### src/sv/color_key_sprite_blitter_assert.svh
// assertion macros for the color-key sprite blitter
// used by the top level; expects clk and rst_n in scope
`ifndef COLOR_KEY_SPRITE_BLITTER_ASSERT_SVH
`define COLOR_KEY_SPRITE_BLITTER_ASSERT_SVH

// same-cycle implication, disabled in reset
`define CKB_ASSERT_NOW(label, ante, cons, msg) \
    label: assert property (@(posedge clk) disable iff (!rst_n) (ante) |-> (cons)) \
        else $error(msg);

// next-cycle implication, disabled in reset
`define CKB_ASSERT_NEXT(label, ante, cons, msg) \
    label: assert property (@(posedge clk) disable iff (!rst_n) (ante) |=> (cons)) \
        else $error(msg);

`endif

### src/sv/ckb_pkg.sv
`timescale 1ns / 1ps
// shared types and constants for the color-key sprite blitter
// no dependencies
package ckb_pkg;

    localparam int unsigned MAX_RESOLUTION_DEF = 2048;
    localparam int unsigned QUEUE_DEPTH_DEF    = 4;
    localparam int unsigned CMP_W              = 13;

    localparam logic [7:0]  KEY_TRANSPARENT = 8'd255;
    localparam logic [11:0] COL_LIMIT       = 12'd2048;
    localparam logic [2:0]  BPP_MAX         = 3'd4;

    typedef enum logic [2:0] {
        REG_SCREEN_WIDTH    = 3'd0,
        REG_SCREEN_HEIGHT   = 3'd1,
        REG_BYTES_PER_PIXEL = 3'd2,
        REG_ORIGIN_X        = 3'd3,
        REG_ORIGIN_Y        = 3'd4,
        REG_SPRITE_WIDTH    = 3'd5,
        REG_COLOR_MODE      = 3'd6,
        REG_SOLID_COLOR     = 3'd7
    } cfg_idx_t;

    typedef struct packed {
        logic [11:0] screen_width;
        logic [11:0] screen_height;
        logic [2:0]  bytes_per_pixel;
        logic [15:0] origin_x;
        logic [15:0] origin_y;
        logic [11:0] sprite_width;
        logic        color_mode;
        logic [31:0] solid_color;
    } cfg_t;

    localparam cfg_t CFG_RESET = '{
        screen_width:    12'd1024,
        screen_height:   12'd768,
        bytes_per_pixel: 3'd1,
        origin_x:        16'd0,
        origin_y:        16'd0,
        sprite_width:    12'd1,
        color_mode:      1'b0,
        solid_color:     32'd0
    };

    typedef struct packed {
        logic full;
        logic empty;
    } q_status_t;

endpackage

### src/sv/ckb_ifs.sv
`timescale 1ns / 1ps
// channel interfaces: pixel input, store output, register writes
// no dependencies
interface ckb_pix_if;
    logic       valid;
    logic       ready;
    logic       start_of_sprite;
    logic [7:0] source_pixel;
    modport source (output valid, start_of_sprite, source_pixel, input ready);
    modport sink (input valid, start_of_sprite, source_pixel, output ready);
endinterface

interface ckb_store_if;
    logic        valid;
    logic        ready;
    logic [23:0] byte_address;
    logic [31:0] pixel_data;
    logic [2:0]  byte_count;
    modport source (output valid, byte_address, pixel_data, byte_count, input ready);
    modport sink (input valid, byte_address, pixel_data, byte_count, output ready);
endinterface

interface ckb_cfg_if;
    logic        valid;
    logic        ready;
    logic [2:0]  index;
    logic [31:0] data;
    modport source (output valid, index, data, input ready);
    modport sink (input valid, index, data, output ready);
endinterface

### src/sv/color_key_sprite_blitter.sv
`timescale 1ns / 1ps
// top level of the color-key sprite blitter: register file, front, queue, back
// depends on ckb_pkg, ckb_ifs, ckb_front, ckb_queue, ckb_back and the assert header
//
//  port   role    carries
//  pix    sink    start_of_sprite, source_pixel
//  store  source  byte_address, pixel_data, byte_count
//  cfg    sink    index, data (register writes, always ready)
//
// one pixel per cycle is taken while the queue has room
// an opaque on-screen pixel passes the queue, multiply stage and output register
// the multiply stage and output register hold on a stalled store channel
// reset clears counters, queue and pipeline valids and loads default registers
`include "color_key_sprite_blitter_assert.svh"

module color_key_sprite_blitter #(
    parameter int unsigned MAX_RESOLUTION = ckb_pkg::MAX_RESOLUTION_DEF,
    parameter int unsigned QUEUE_DEPTH    = ckb_pkg::QUEUE_DEPTH_DEF
) (
    input  logic      clk,
    input  logic      rst_n,
    ckb_pix_if.sink   pix,
    ckb_store_if.source store,
    ckb_cfg_if.sink   cfg
);

    localparam int unsigned RES_W = $clog2(MAX_RESOLUTION + 1);
    localparam int unsigned QW    = 2 * RES_W + 32;

    ckb_pkg::cfg_t      cfg_reg, cfg_next;
    ckb_pkg::q_status_t q_status;
    logic [RES_W-1:0]   sw_eff, sh_eff;
    logic [11:0]        spw_eff;
    logic [2:0]         bpp_eff;
    logic               push, pop;
    logic [QW-1:0]      push_data, pop_data;

    assign cfg.ready = 1'b1;

    always_comb
    begin
        cfg_next = cfg_reg;
        if (cfg.valid)
        begin
            case (ckb_pkg::cfg_idx_t'(cfg.index))
                ckb_pkg::REG_SCREEN_WIDTH:    cfg_next.screen_width    = cfg.data[11:0];
                ckb_pkg::REG_SCREEN_HEIGHT:   cfg_next.screen_height   = cfg.data[11:0];
                ckb_pkg::REG_BYTES_PER_PIXEL: cfg_next.bytes_per_pixel = cfg.data[2:0];
                ckb_pkg::REG_ORIGIN_X:        cfg_next.origin_x        = cfg.data[15:0];
                ckb_pkg::REG_ORIGIN_Y:        cfg_next.origin_y        = cfg.data[15:0];
                ckb_pkg::REG_SPRITE_WIDTH:    cfg_next.sprite_width    = cfg.data[11:0];
                ckb_pkg::REG_COLOR_MODE:      cfg_next.color_mode      = cfg.data[0];
                ckb_pkg::REG_SOLID_COLOR:     cfg_next.solid_color     = cfg.data;
                default:                      cfg_next = cfg_reg;
            endcase
        end
    end

    always_ff @(posedge clk or negedge rst_n)
    begin
        if (!rst_n)
            cfg_reg <= ckb_pkg::CFG_RESET;
        else
            cfg_reg <= cfg_next;
    end

    // effective settings after saturation
    always_comb
    begin
        sw_eff = (ckb_pkg::CMP_W'(cfg_reg.screen_width) > ckb_pkg::CMP_W'(MAX_RESOLUTION))
                 ? RES_W'(MAX_RESOLUTION) : RES_W'(cfg_reg.screen_width);
        sh_eff = (ckb_pkg::CMP_W'(cfg_reg.screen_height) > ckb_pkg::CMP_W'(MAX_RESOLUTION))
                 ? RES_W'(MAX_RESOLUTION) : RES_W'(cfg_reg.screen_height);
        if (cfg_reg.sprite_width == 12'd0)
            spw_eff = 12'd1;
        else if (cfg_reg.sprite_width > ckb_pkg::COL_LIMIT)
            spw_eff = ckb_pkg::COL_LIMIT;
        else
            spw_eff = cfg_reg.sprite_width;
        if (cfg_reg.bytes_per_pixel == 3'd0)
            bpp_eff = 3'd1;
        else if (cfg_reg.bytes_per_pixel > ckb_pkg::BPP_MAX)
            bpp_eff = ckb_pkg::BPP_MAX;
        else
            bpp_eff = cfg_reg.bytes_per_pixel;
    end

    ckb_front #(
        .RES_W (RES_W)
    ) u_front (
        .clk             (clk),
        .rst_n           (rst_n),
        .in_valid        (pix.valid),
        .in_ready        (pix.ready),
        .start_of_sprite (pix.start_of_sprite),
        .source_pixel    (pix.source_pixel),
        .sw_eff          (sw_eff),
        .sh_eff          (sh_eff),
        .spw_eff         (spw_eff),
        .origin_x        (cfg_reg.origin_x),
        .origin_y        (cfg_reg.origin_y),
        .color_mode      (cfg_reg.color_mode),
        .solid_color     (cfg_reg.solid_color),
        .q_status        (q_status),
        .push            (push),
        .push_data       (push_data)
    );

    ckb_queue #(
        .WIDTH (QW),
        .DEPTH (QUEUE_DEPTH)
    ) u_queue (
        .clk       (clk),
        .rst_n     (rst_n),
        .push      (push),
        .push_data (push_data),
        .pop       (pop),
        .pop_data  (pop_data),
        .status    (q_status)
    );

    ckb_back #(
        .RES_W (RES_W)
    ) u_back (
        .clk          (clk),
        .rst_n        (rst_n),
        .q_status     (q_status),
        .pop_data     (pop_data),
        .pop          (pop),
        .sw_eff       (sw_eff),
        .bpp_eff      (bpp_eff),
        .out_valid    (store.valid),
        .out_ready    (store.ready),
        .byte_address (store.byte_address),
        .pixel_data   (store.pixel_data),
        .byte_count   (store.byte_count)
    );

    `CKB_ASSERT_NOW(a_no_overflow, q_status.full, !pix.ready && !push, "queue overflow")
    `CKB_ASSERT_NOW(a_no_underflow, q_status.empty, !pop, "queue underflow")
    `CKB_ASSERT_NOW(a_key_dropped,
        pix.valid && pix.ready && (pix.source_pixel == ckb_pkg::KEY_TRANSPARENT),
        !push, "transparent pixel queued")
    `CKB_ASSERT_NOW(a_count_range, store.valid,
        (store.byte_count != 3'd0) && (store.byte_count <= ckb_pkg::BPP_MAX),
        "byte count out of range")

endmodule

### src/sv/ckb_front.sv
`timescale 1ns / 1ps
// front end: sprite position counters, color-key test and clipping
// depends on ckb_pkg; pushes opaque on-screen pixels into the queue
module ckb_front #(
    parameter int unsigned RES_W = 12
) (
    input  logic                   clk,
    input  logic                   rst_n,
    input  logic                   in_valid,
    output logic                   in_ready,
    input  logic                   start_of_sprite,
    input  logic [7:0]             source_pixel,
    input  logic [RES_W-1:0]       sw_eff,
    input  logic [RES_W-1:0]       sh_eff,
    input  logic [11:0]            spw_eff,
    input  logic [15:0]            origin_x,
    input  logic [15:0]            origin_y,
    input  logic                   color_mode,
    input  logic [31:0]            solid_color,
    input  ckb_pkg::q_status_t     q_status,
    output logic                   push,
    output logic [2*RES_W+31:0]    push_data
);

    logic [10:0] col_reg, col_next;
    logic [15:0] row_reg, row_next;
    logic [10:0] col_eff;
    logic [15:0] row_eff;
    logic [11:0] col_inc;
    logic [15:0] x, y;
    logic        accept, keep;
    logic [31:0] data;

    always_comb
    begin
        in_ready = !q_status.full;
        accept   = in_valid && in_ready;
        col_eff  = start_of_sprite ? 11'd0 : col_reg;
        row_eff  = start_of_sprite ? 16'd0 : row_reg;
        x        = origin_x + {5'd0, col_eff};
        y        = origin_y + row_eff;
        keep     = (source_pixel != ckb_pkg::KEY_TRANSPARENT)
                   && (x < 16'(sw_eff)) && (y < 16'(sh_eff));
        data     = color_mode ? solid_color : {24'd0, source_pixel};
        push     = accept && keep;
        push_data = {RES_W'(x), RES_W'(y), data};
        col_inc  = {1'b0, col_eff} + 12'd1;
        col_next = col_reg;
        row_next = row_reg;
        if (accept)
        begin
            if (col_inc >= spw_eff)
            begin
                col_next = 11'd0;
                row_next = row_eff + 16'd1;
            end
            else
            begin
                col_next = col_inc[10:0];
                row_next = row_eff;
            end
        end
    end

    always_ff @(posedge clk or negedge rst_n)
    begin
        if (!rst_n)
        begin
            col_reg <= 11'd0;
            row_reg <= 16'd0;
        end
        else
        begin
            col_reg <= col_next;
            row_reg <= row_next;
        end
    end

endmodule

### src/sv/ckb_queue.sv
`timescale 1ns / 1ps
// short fifo between front and back ends
// depends on ckb_pkg for the status struct
module ckb_queue #(
    parameter int unsigned WIDTH = 32,
    parameter int unsigned DEPTH = 4
) (
    input  logic                clk,
    input  logic                rst_n,
    input  logic                push,
    input  logic [WIDTH-1:0]    push_data,
    input  logic                pop,
    output logic [WIDTH-1:0]    pop_data,
    output ckb_pkg::q_status_t  status
);

    localparam int unsigned PW = (DEPTH > 1) ? $clog2(DEPTH) : 1;
    localparam int unsigned CW = $clog2(DEPTH + 1);

    logic [WIDTH-1:0] mem_reg [DEPTH];
    logic [PW-1:0]    wr_ptr_reg, wr_ptr_next;
    logic [PW-1:0]    rd_ptr_reg, rd_ptr_next;
    logic [CW-1:0]    count_reg, count_next;

    always_comb
    begin
        status.full  = (count_reg == CW'(DEPTH));
        status.empty = (count_reg == '0);
        pop_data     = mem_reg[rd_ptr_reg];
        wr_ptr_next  = wr_ptr_reg;
        rd_ptr_next  = rd_ptr_reg;
        count_next   = count_reg;
        if (push)
            wr_ptr_next = (wr_ptr_reg == PW'(DEPTH - 1)) ? '0 : wr_ptr_reg + PW'(1);
        if (pop)
            rd_ptr_next = (rd_ptr_reg == PW'(DEPTH - 1)) ? '0 : rd_ptr_reg + PW'(1);
        if (push && !pop)
            count_next = count_reg + CW'(1);
        else if (pop && !push)
            count_next = count_reg - CW'(1);
    end

    always_ff @(posedge clk)
    begin
        if (push)
            mem_reg[wr_ptr_reg] <= push_data;
    end

    always_ff @(posedge clk or negedge rst_n)
    begin
        if (!rst_n)
        begin
            wr_ptr_reg <= '0;
            rd_ptr_reg <= '0;
            count_reg  <= '0;
        end
        else
        begin
            wr_ptr_reg <= wr_ptr_next;
            rd_ptr_reg <= rd_ptr_next;
            count_reg  <= count_next;
        end
    end

endmodule

### src/sv/ckb_back.sv
`timescale 1ns / 1ps
// back end: two-stage address pipeline (a multiply stage and the output register)
// depends on ckb_pkg; pops entries from the queue
module ckb_back #(
    parameter int unsigned RES_W = 12
) (
    input  logic                   clk,
    input  logic                   rst_n,
    input  ckb_pkg::q_status_t     q_status,
    input  logic [2*RES_W+31:0]    pop_data,
    output logic                   pop,
    input  logic [RES_W-1:0]       sw_eff,
    input  logic [2:0]             bpp_eff,
    output logic                   out_valid,
    input  logic                   out_ready,
    output logic [23:0]            byte_address,
    output logic [31:0]            pixel_data,
    output logic [2:0]             byte_count
);

    localparam int unsigned PW = 2 * RES_W;
    localparam int unsigned LW = PW + 1;
    localparam int unsigned AW = LW + 2;

    logic             s1_valid_reg, s1_valid_next;
    logic [PW-1:0]    prod_reg;
    logic [RES_W-1:0] x1_reg;
    logic [31:0]      data1_reg;
    logic             out_valid_reg, out_valid_next;
    logic [23:0]      addr_reg;
    logic [31:0]      data_reg;
    logic [2:0]       count_reg;
    logic [RES_W-1:0] q_x, q_y;
    logic [31:0]      q_data;
    logic [LW-1:0]    lin;
    logic [AW-1:0]    addr_full;
    logic             adv1, adv2;

    always_comb
    begin
        q_x       = pop_data[2*RES_W+31 -: RES_W];
        q_y       = pop_data[RES_W+31 -: RES_W];
        q_data    = pop_data[31:0];
        adv2      = !out_valid_reg || out_ready;
        adv1      = !s1_valid_reg || adv2;
        pop       = adv1 && !q_status.empty;
        s1_valid_next  = adv1 ? !q_status.empty : s1_valid_reg;
        out_valid_next = adv2 ? s1_valid_reg : out_valid_reg;
        lin       = LW'(prod_reg) + LW'(x1_reg);
        addr_full = AW'(lin) * AW'(bpp_eff);
        out_valid    = out_valid_reg;
        byte_address = addr_reg;
        pixel_data   = data_reg;
        byte_count   = count_reg;
    end

    always_ff @(posedge clk)
    begin
        if (pop)
        begin
            prod_reg  <= q_y * sw_eff;
            x1_reg    <= q_x;
            data1_reg <= q_data;
        end
        if (adv2 && s1_valid_reg)
        begin
            addr_reg  <= 24'(addr_full);
            data_reg  <= data1_reg;
            count_reg <= bpp_eff;
        end
    end

    always_ff @(posedge clk or negedge rst_n)
    begin
        if (!rst_n)
        begin
            s1_valid_reg  <= 1'b0;
            out_valid_reg <= 1'b0;
        end
        else
        begin
            s1_valid_reg  <= s1_valid_next;
            out_valid_reg <= out_valid_next;
        end
    end

endmodule
### src/flat_wrapper.sv
// flat-port wrapper written by rule: the top's interface ports become plain ports
module color_key_sprite_blitter_flat 
#(
    parameter int unsigned MAX_RESOLUTION = ckb_pkg::MAX_RESOLUTION_DEF,
    parameter int unsigned QUEUE_DEPTH    = ckb_pkg::QUEUE_DEPTH_DEF
)
  (clk, rst_n, pix_valid, pix_start_of_sprite, pix_source_pixel, pix_ready, store_valid, store_byte_address, store_pixel_data, store_byte_count, store_ready, cfg_valid, cfg_index, cfg_data, cfg_ready);
  ckb_pix_if pix_i ();
  ckb_store_if store_i ();
  ckb_cfg_if cfg_i ();
  input  logic clk;
  input  logic rst_n;
  input wire logic [$bits(pix_i.valid)-1:0] pix_valid;
  input wire logic [$bits(pix_i.start_of_sprite)-1:0] pix_start_of_sprite;
  input wire logic [$bits(pix_i.source_pixel)-1:0] pix_source_pixel;
  output wire logic [$bits(pix_i.ready)-1:0] pix_ready;
  output wire logic [$bits(store_i.valid)-1:0] store_valid;
  output wire logic [$bits(store_i.byte_address)-1:0] store_byte_address;
  output wire logic [$bits(store_i.pixel_data)-1:0] store_pixel_data;
  output wire logic [$bits(store_i.byte_count)-1:0] store_byte_count;
  input wire logic [$bits(store_i.ready)-1:0] store_ready;
  input wire logic [$bits(cfg_i.valid)-1:0] cfg_valid;
  input wire logic [$bits(cfg_i.index)-1:0] cfg_index;
  input wire logic [$bits(cfg_i.data)-1:0] cfg_data;
  output wire logic [$bits(cfg_i.ready)-1:0] cfg_ready;
  assign pix_i.valid = pix_valid;
  assign pix_i.start_of_sprite = pix_start_of_sprite;
  assign pix_i.source_pixel = pix_source_pixel;
  assign pix_ready = pix_i.ready;
  assign store_valid = store_i.valid;
  assign store_byte_address = store_i.byte_address;
  assign store_pixel_data = store_i.pixel_data;
  assign store_byte_count = store_i.byte_count;
  assign store_i.ready = store_ready;
  assign cfg_i.valid = cfg_valid;
  assign cfg_i.index = cfg_index;
  assign cfg_i.data = cfg_data;
  assign cfg_ready = cfg_i.ready;
  color_key_sprite_blitter #(.MAX_RESOLUTION(MAX_RESOLUTION), .QUEUE_DEPTH(QUEUE_DEPTH)) u_core (.clk(clk), .rst_n(rst_n), .pix(pix_i), .store(store_i), .cfg(cfg_i));
endmodule
### config.mk
export PLATFORM = sky130hd
export DESIGN_NAME = color_key_sprite_blitter_flat
export DESIGN_NICKNAME = d
export VERILOG_FILES = /design/src/sv/ckb_pkg.sv /design/src/sv/ckb_ifs.sv /design/src/sv/color_key_sprite_blitter.sv /design/src/sv/ckb_front.sv /design/src/sv/ckb_queue.sv /design/src/sv/ckb_back.sv /design/src/flat_wrapper.sv
export VERILOG_INCLUDE_DIRS = /design/src /design/src/sv
export SDC_FILE = /design/constraint.sdc
export NUM_CORES = 1
export LEC_CHECK = 0
export ABC_AREA = 0
export BUFFER_PORTS_ARGS = -buffer_cell sky130_fd_sc_hd__buf_2
export CAP_MARGIN = 20
export CORE_MARGIN = 4
export CORE_UTILIZATION = 63
export DETAILED_ROUTE_END_ITERATION = 8
export PLACE_DENSITY = 0.91
export SYNTH_ARGS = -nofsm -noshare
export SYNTH_HDL_FRONTEND = slang
export SYNTH_SLANG_ARGS = --single-unit
### constraint.sdc
create_clock -name clk -period 8.6 [get_ports clk]
set_input_delay 0 -clock clk [delete_from_list [all_inputs] [get_ports clk]]
set_output_delay 0 -clock clk [all_outputs]
set_load 0.005 [all_outputs]
======== Yosys cells after proc, flatten, opt, wreduce, memory -nomap -nowiden ========
Memories as Yosys holds them, arrays and structs flattened.
Index checks and enable logic that the tools add are counted.
storage, ports and cells
  bits in registers ....................... 267
  memory bits (writable) .................. 224
  output and inout port bits .............. 62
  logic and storage cells ................. 97
  memories ................................ 1
memories
  name                    depth  width  rd ports  clocked after Yosys merged registers in  wr ports  RTL line         RTL
  u_core.u_queue.mem_reg  4      56     1         0                                        1         ckb_queue.sv:20  logic [WIDTH-1:0] mem_reg [DEPTH];
operators by class
  $add $sub $neg .......................... 9
  $mul .................................... 2
  $lt $le $gt $ge ......................... 7
  equal/unequal tests ..................... 11
  multiplexer cells ....................... 17
  reductions and logical operators ........ 29
operators with widths
  operator                                                count
  two-way mux 12 bit                                      4
  greater-than comparator 12 bit (second input constant)  3
  < comparator 16 x 12 -> 1 bit                           2
  two-way mux 16 bit                                      2
  two-way mux 32 bit                                      1
  adder 24 x 12 -> 25 bit                                 1
  multiplier 25 x 3 -> 24 bit                             1
  multiplier 12 x 12 -> 24 bit                            1
  two-way mux 11 bit                                      2
  adder 16 x 1 -> 16 bit (second input constant)          1
  adder 16 x 11 -> 16 bit                                 1
  adder 16 bit                                            1
  AND reduction 2 bit                                     8
  equality test 3 bit (second input constant)             5
  adder 11 x 1 -> 12 bit (second input constant)          1
  greater-or-equal comparator 12 bit                      1
  zero test 12 bit                                        1
  two-way mux 3 bit                                       4
  zero test 3 bit                                         3
  logical AND 1 bit                                       8
  != test 8 bit (second input constant)                   1
  equality test 3 x 2 -> 1 bit (second input constant)    2
  zero test 1 bit                                         6
  adder 2 x 1 -> 2 bit (second input constant)            2
  other kinds (9)                                         13

======== Logic depth before layout (Yosys ltp) ========
  depth in word-level cells ............... 10
  depth in mapped cells ................... 27
  depth with buffers taken out ............ 24

======== Hierarchy ========
From an unflattened synthesis, not the netlist that was laid out.
second synthesis, totals
  cell total of the unflattened synthesis .. 2204
  area, all modules ....................... 28064.4 µm²
by module, submodules not included
  module                    instances  cells an instance  area an instance (µm²)  seq. area each (µm²)
  ckb_back                  1          1066               11177.0                 3863.7
  ckb_queue                 1          330                8520.7                  6901.6
  color_key_sprite_blitter  1          275                4214.0                  2608.8
  ckb_front                 1          533                4152.7                  675.6

======== Worst setup path before layout ========
No wires, ideal clock.
  path type ............................... flip-flop to flip-flop
  start point ............................. register u_core.u_queue.rd_ptr_reg[0]
  end point ............................... register u_core.u_back.prod_reg[23], data pin
  data arrival time ....................... 6200 ps
  data required time ...................... 8340 ps
  setup slack ............................. 2141 ps
  stages on the path, launching flop included .. 25
  clock period less this slack ............ 6459 ps
  cell sequence ........................... dfrtp_1 buf_2 buf_1 mux4_2 clkbuf_1 nand2_1 fa_1 fa_1 fa_1 inv_1 fa_1 inv_1 fa_1 inv_1 ha_1 a21oi_1 inv_1 a21oi_1 o31ai_1 o31ai_1 o21ai_0 o41a_1 a21o_1 a21oi_1 xnor2_1
between the ends
  word-level cells in the longest chain between the ends .. 2
ends and longest elaborated chain
  what                          RTL line         RTL
  start, declared               ckb_queue.sv:22  logic [PW-1:0] rd_ptr_reg, rd_ptr_next;
  start signal, assigned        ckb_queue.sv:60  rd_ptr_reg <= rd_ptr_next;
  memory read (4 x 56 bit)      -
  multiplier 12 x 12 -> 24 bit  ckb_back.sv:61   prod_reg <= q_y * sw_eff;
  end signal, assigned          ckb_back.sv:61
  end, declared                 ckb_back.sv:26   logic [PW-1:0] prod_reg;
Every way passes these cells.
A chain may end at the register's enable or synchronous reset.

======== Final worst setup path ========
  start point ............................. register u_core.cfg_reg[103] (netlist bit)
  end point ............................... register u_core.u_back.prod_reg[23], data pin
between the ends
  word-level cells in the longest chain between the ends .. 3
ends and longest elaborated chain
  what                            RTL line                        RTL
  start, declared                 color_key_sprite_blitter.sv:30  ckb_pkg::cfg_t cfg_reg, cfg_next;
  start signal, assigned          color_key_sprite_blitter.sv:62  cfg_reg <= ckb_pkg::CFG_RESET;
  start signal, assigned          color_key_sprite_blitter.sv:64  cfg_reg <= cfg_next;
  greater-than comparator 12 bit  color_key_sprite_blitter.sv:70  sw_eff = (ckb_pkg::CMP_W'(cfg_reg.screen_width) > ckb_pkg::CMP_W'(MAX_RESOLUTION))
  two-way mux 12 bit *            color_key_sprite_blitter.sv:71  ? RES_W'(MAX_RESOLUTION) : RES_W'(cfg_reg.screen_width);
  multiplier 12 x 12 -> 24 bit *  ckb_back.sv:61
Mark *: on every way between the ends. The rest lies on a longest branch, timed or not.

==> metrics.csv <==
metric;value;unit
status;complete, but fails checks;
violations;hold timing;
synth_ff_type;edfxtp_1;
grt_usage;0.2908;
hpwl;44010;µm
power;13390;µW
fin_crit;6.929;ns
io_pins;111;
start_util;0.6360;
cts_buffers;49;
cts_sinks;491;
cts_tree;built;
drc;0;
cp-end-kind;flip-flop;
ant_nets;0;
gr-usage-met1;0.3569;
clock_skew;0.01937;ns
htreeDepth;2;
worstRegToRegCells;21;
largest_reg_flops;224;
die_h;216.5;µm
clockRootBuffer;clkbuf_16;
antenna_found_initial;1;
vias;18040;
worstSetupPathType;reg2reg;
layout_commonest_cell;edfxtp_1;
insertion_delay;0.60;ns
netlist.top_cell.by_area;edfxtp_1;
gp_congestion;0.9206;
cp.arrival;7.26;ns
relSlewSlack;0.3221;
yosysUniqueCellTypes;70;
overflow;0;
die_x;216.5;µm
met2_usage;0.4945;
fmax;0.1443;GHz
grt_pass1_vias;19050;
syn-cell-area;27400;µm²
worst_ir_drop_vdd;435.3;µV
clock_path_buffers;3;
worst_pin_slew;1.011;ns
grt_max_degree;82;
seq_area_frac_synth;0.5129;
nNetsFinal;2628;
synth_enable_flop_cells;351;
postRouteWirelength;67320;µm
io_buffers;109;
core-area;43080;µm²
drt-initial-drc-count;1749;
path_max_fanout;24;
grt_first_pass_wirelength;106100;µm
wire_per_inst;23.08;µm
final_util;0.7135;
drive_gt1_frac;0.1716;
yosysWarnings;0;
avgSynthCellArea;12.83;µm²
cts-resized-gates;0;
areaGrowthSynthToFinish;12.19;%
leakagePower;0.01295;µW
met3_usage;0.05020;
rows;76;
start_kind;flip-flop;
rsz0062_at_grt;no;
dieArea;46890;µm²
busiest_layer;met2;
postSynthCellCount;2136;
min_period_over_period;0.8057;
min_path_type;in2async;
setup_viol;0;
finalHoldViolCount;2;
async_flop_share;0.2851;
power.density;435.7;nW/µm²
fin_hold_ws;-0.004700;ns
viasPerCell;6.185;
worstPathRequired;8.93;ns
ys_seq_elements;491;
maxSlewViolCount;0;
setup_tns;0;ns
clk_pin_slew;0.06;ns
drv_cap;0;
timing.rr.end;u_core.u_back.prod_reg[23];
drt_pre_antenna_iters;5;
final_cell_mix;edfxtp_1 (351), nand2_1 (252), inv_1 (208), ha_1 (163), dfrtp_1 (133);
syn_nets;2474;
yosysTopAreaCellShare;0.3847;
r2r_start;u_core.cfg_reg[103];
yosys-top-cells-area;edfxtp_1 (38%), dfrtp_1 (12%), fa_1 (9.2%), ha_1 (7.4%), mux2_2 (4.8%);
reg2reg_slack;1.67;ns
## worst max-delay path: stages (launching register included)
cell and delay [ns]:
dfrtp_1 0.65, nor2b_1 0.86, nand2_1 0.19, fa_1 0.49
fa_1 0.51, fa_1 0.50, inv_1 0.06, fa_1 0.54
inv_1 0.06, fa_1 0.53, inv_1 0.04, ha_1 0.37
a21oi_1 0.24, inv_1 0.07, a21oi_1 0.15, o31ai_1 0.12
o31ai_1 0.24, o21ai_0 0.20, o41a_1 0.39, a21o_1 0.19
a21oi_1 0.17, xnor2_1 0.08
## power by group
group	total (µW)	internal (µW)	switching, µW	leakage (µW)
Combinational	7470	3150	4320	0.00714
Sequential	3700	3420	275	0.00500
Clock	2220	1300	919	0.000821
Total	13400	7870	5520	0.0130
## cell usage after synthesis (all sizes together) (3+ instances only)
cell / n
o21ai: 52
edfxtp: 351
a21boi: 3
mux2i: 4
nor2: 70
a311oi: 4
o21bai: 6
buf: 13
mux4: 54
xor2: 39
dfstp: 5
a21oi: 61
nor3b: 5
fa: 126
inv: 208
nand4: 14
dfrtp: 135
a41oi: 3
or3: 4
a31oi: 9
nor4: 5
nand3: 27
xnor2: 69
o21a: 12
ha: 163
nand2: 252
nand2b: 20
mux2: 116
nor3: 21
a41o: 3
nor2b: 52
o2111ai: 5
clkbuf: 57
a211oi: 6
and2: 82
a21o: 25
and3: 20
o31ai: 5
## routing by layer
metal,wire length (µm),share of wire
met1,24190,0.36
met2,33180,0.49
met3,5604,0.083
met4,4333,0.064
met5,0,0
## metrics by stage
stage	hold slack, ns	worst slack [ns]	instance area (µm²)	cells
4_1_cts	0.002344	1.757	30690	2913
5_1_grt	0.04109	1.276	30740	2917
3_5_place_dp	0.08886	1.867	28560	2776
6_report	-0.004700	1.671	30740	2917
2_1_floorplan	-0.2956	2.141	27400	2136
3_3_place_gp	0.09282	2.005	28560	2776
## worst max-delay path by stage
stage                                 startpoint                    endpoint  cells after the start
floorplan           u_core.u_queue.rd_ptr_reg[0]  u_core.u_back.prod_reg[23]                     24
global placement             u_core.cfg_reg[103]  u_core.u_back.prod_reg[23]                     21
CTS                          u_core.cfg_reg[103]  u_core.u_back.prod_reg[23]                     21
detailed placement           u_core.cfg_reg[103]  u_core.u_back.prod_reg[23]                     21
global route                 u_core.cfg_reg[103]  u_core.u_back.prod_reg[23]                     21
finish                       u_core.cfg_reg[103]  u_core.u_back.prod_reg[23]                     21
## timing repair
item / 4_1_cts / 5_1_grt
endpoints found under the hold margin: 222 / 0
hold buffers: 45 / 0
setup buffers: 0 / 0
## final cells by class
class / instances / area, µm²
well taps: 585 / 732.0
flip-flops and latches: 491 / 14050
clock inverters: 26 / 306.5
multi-input cells: 1367 / 12320
diodes: 1 / 2.502
clock buffers: 66 / 1371
repair buffers: 173 / 1164
inverters: 208 / 780.7
fillers: 2585 / 12340
## cell families (layout without fill, tap and decap cells)
| group | after synthesis | count (layout) | share of synthesized area |
|---|---|---|---|
| mux | 174 | 174 | 0.09354 |
| flops | 491 | 491 | 0.5129 |
| fa+ha+maj | 289 | 289 | 0.1665 |
| other cells | 1 | 2 | 0.0001369 |
| compound gates | 214 | 214 | 0.05033 |
| simple gates | 581 | 581 | 0.1035 |
| buf+inv | 278 | 473 | 0.03859 |
| xor+xnor | 108 | 108 | 0.03453 |
No activity file was read; power rests on OpenSTA's default activity.
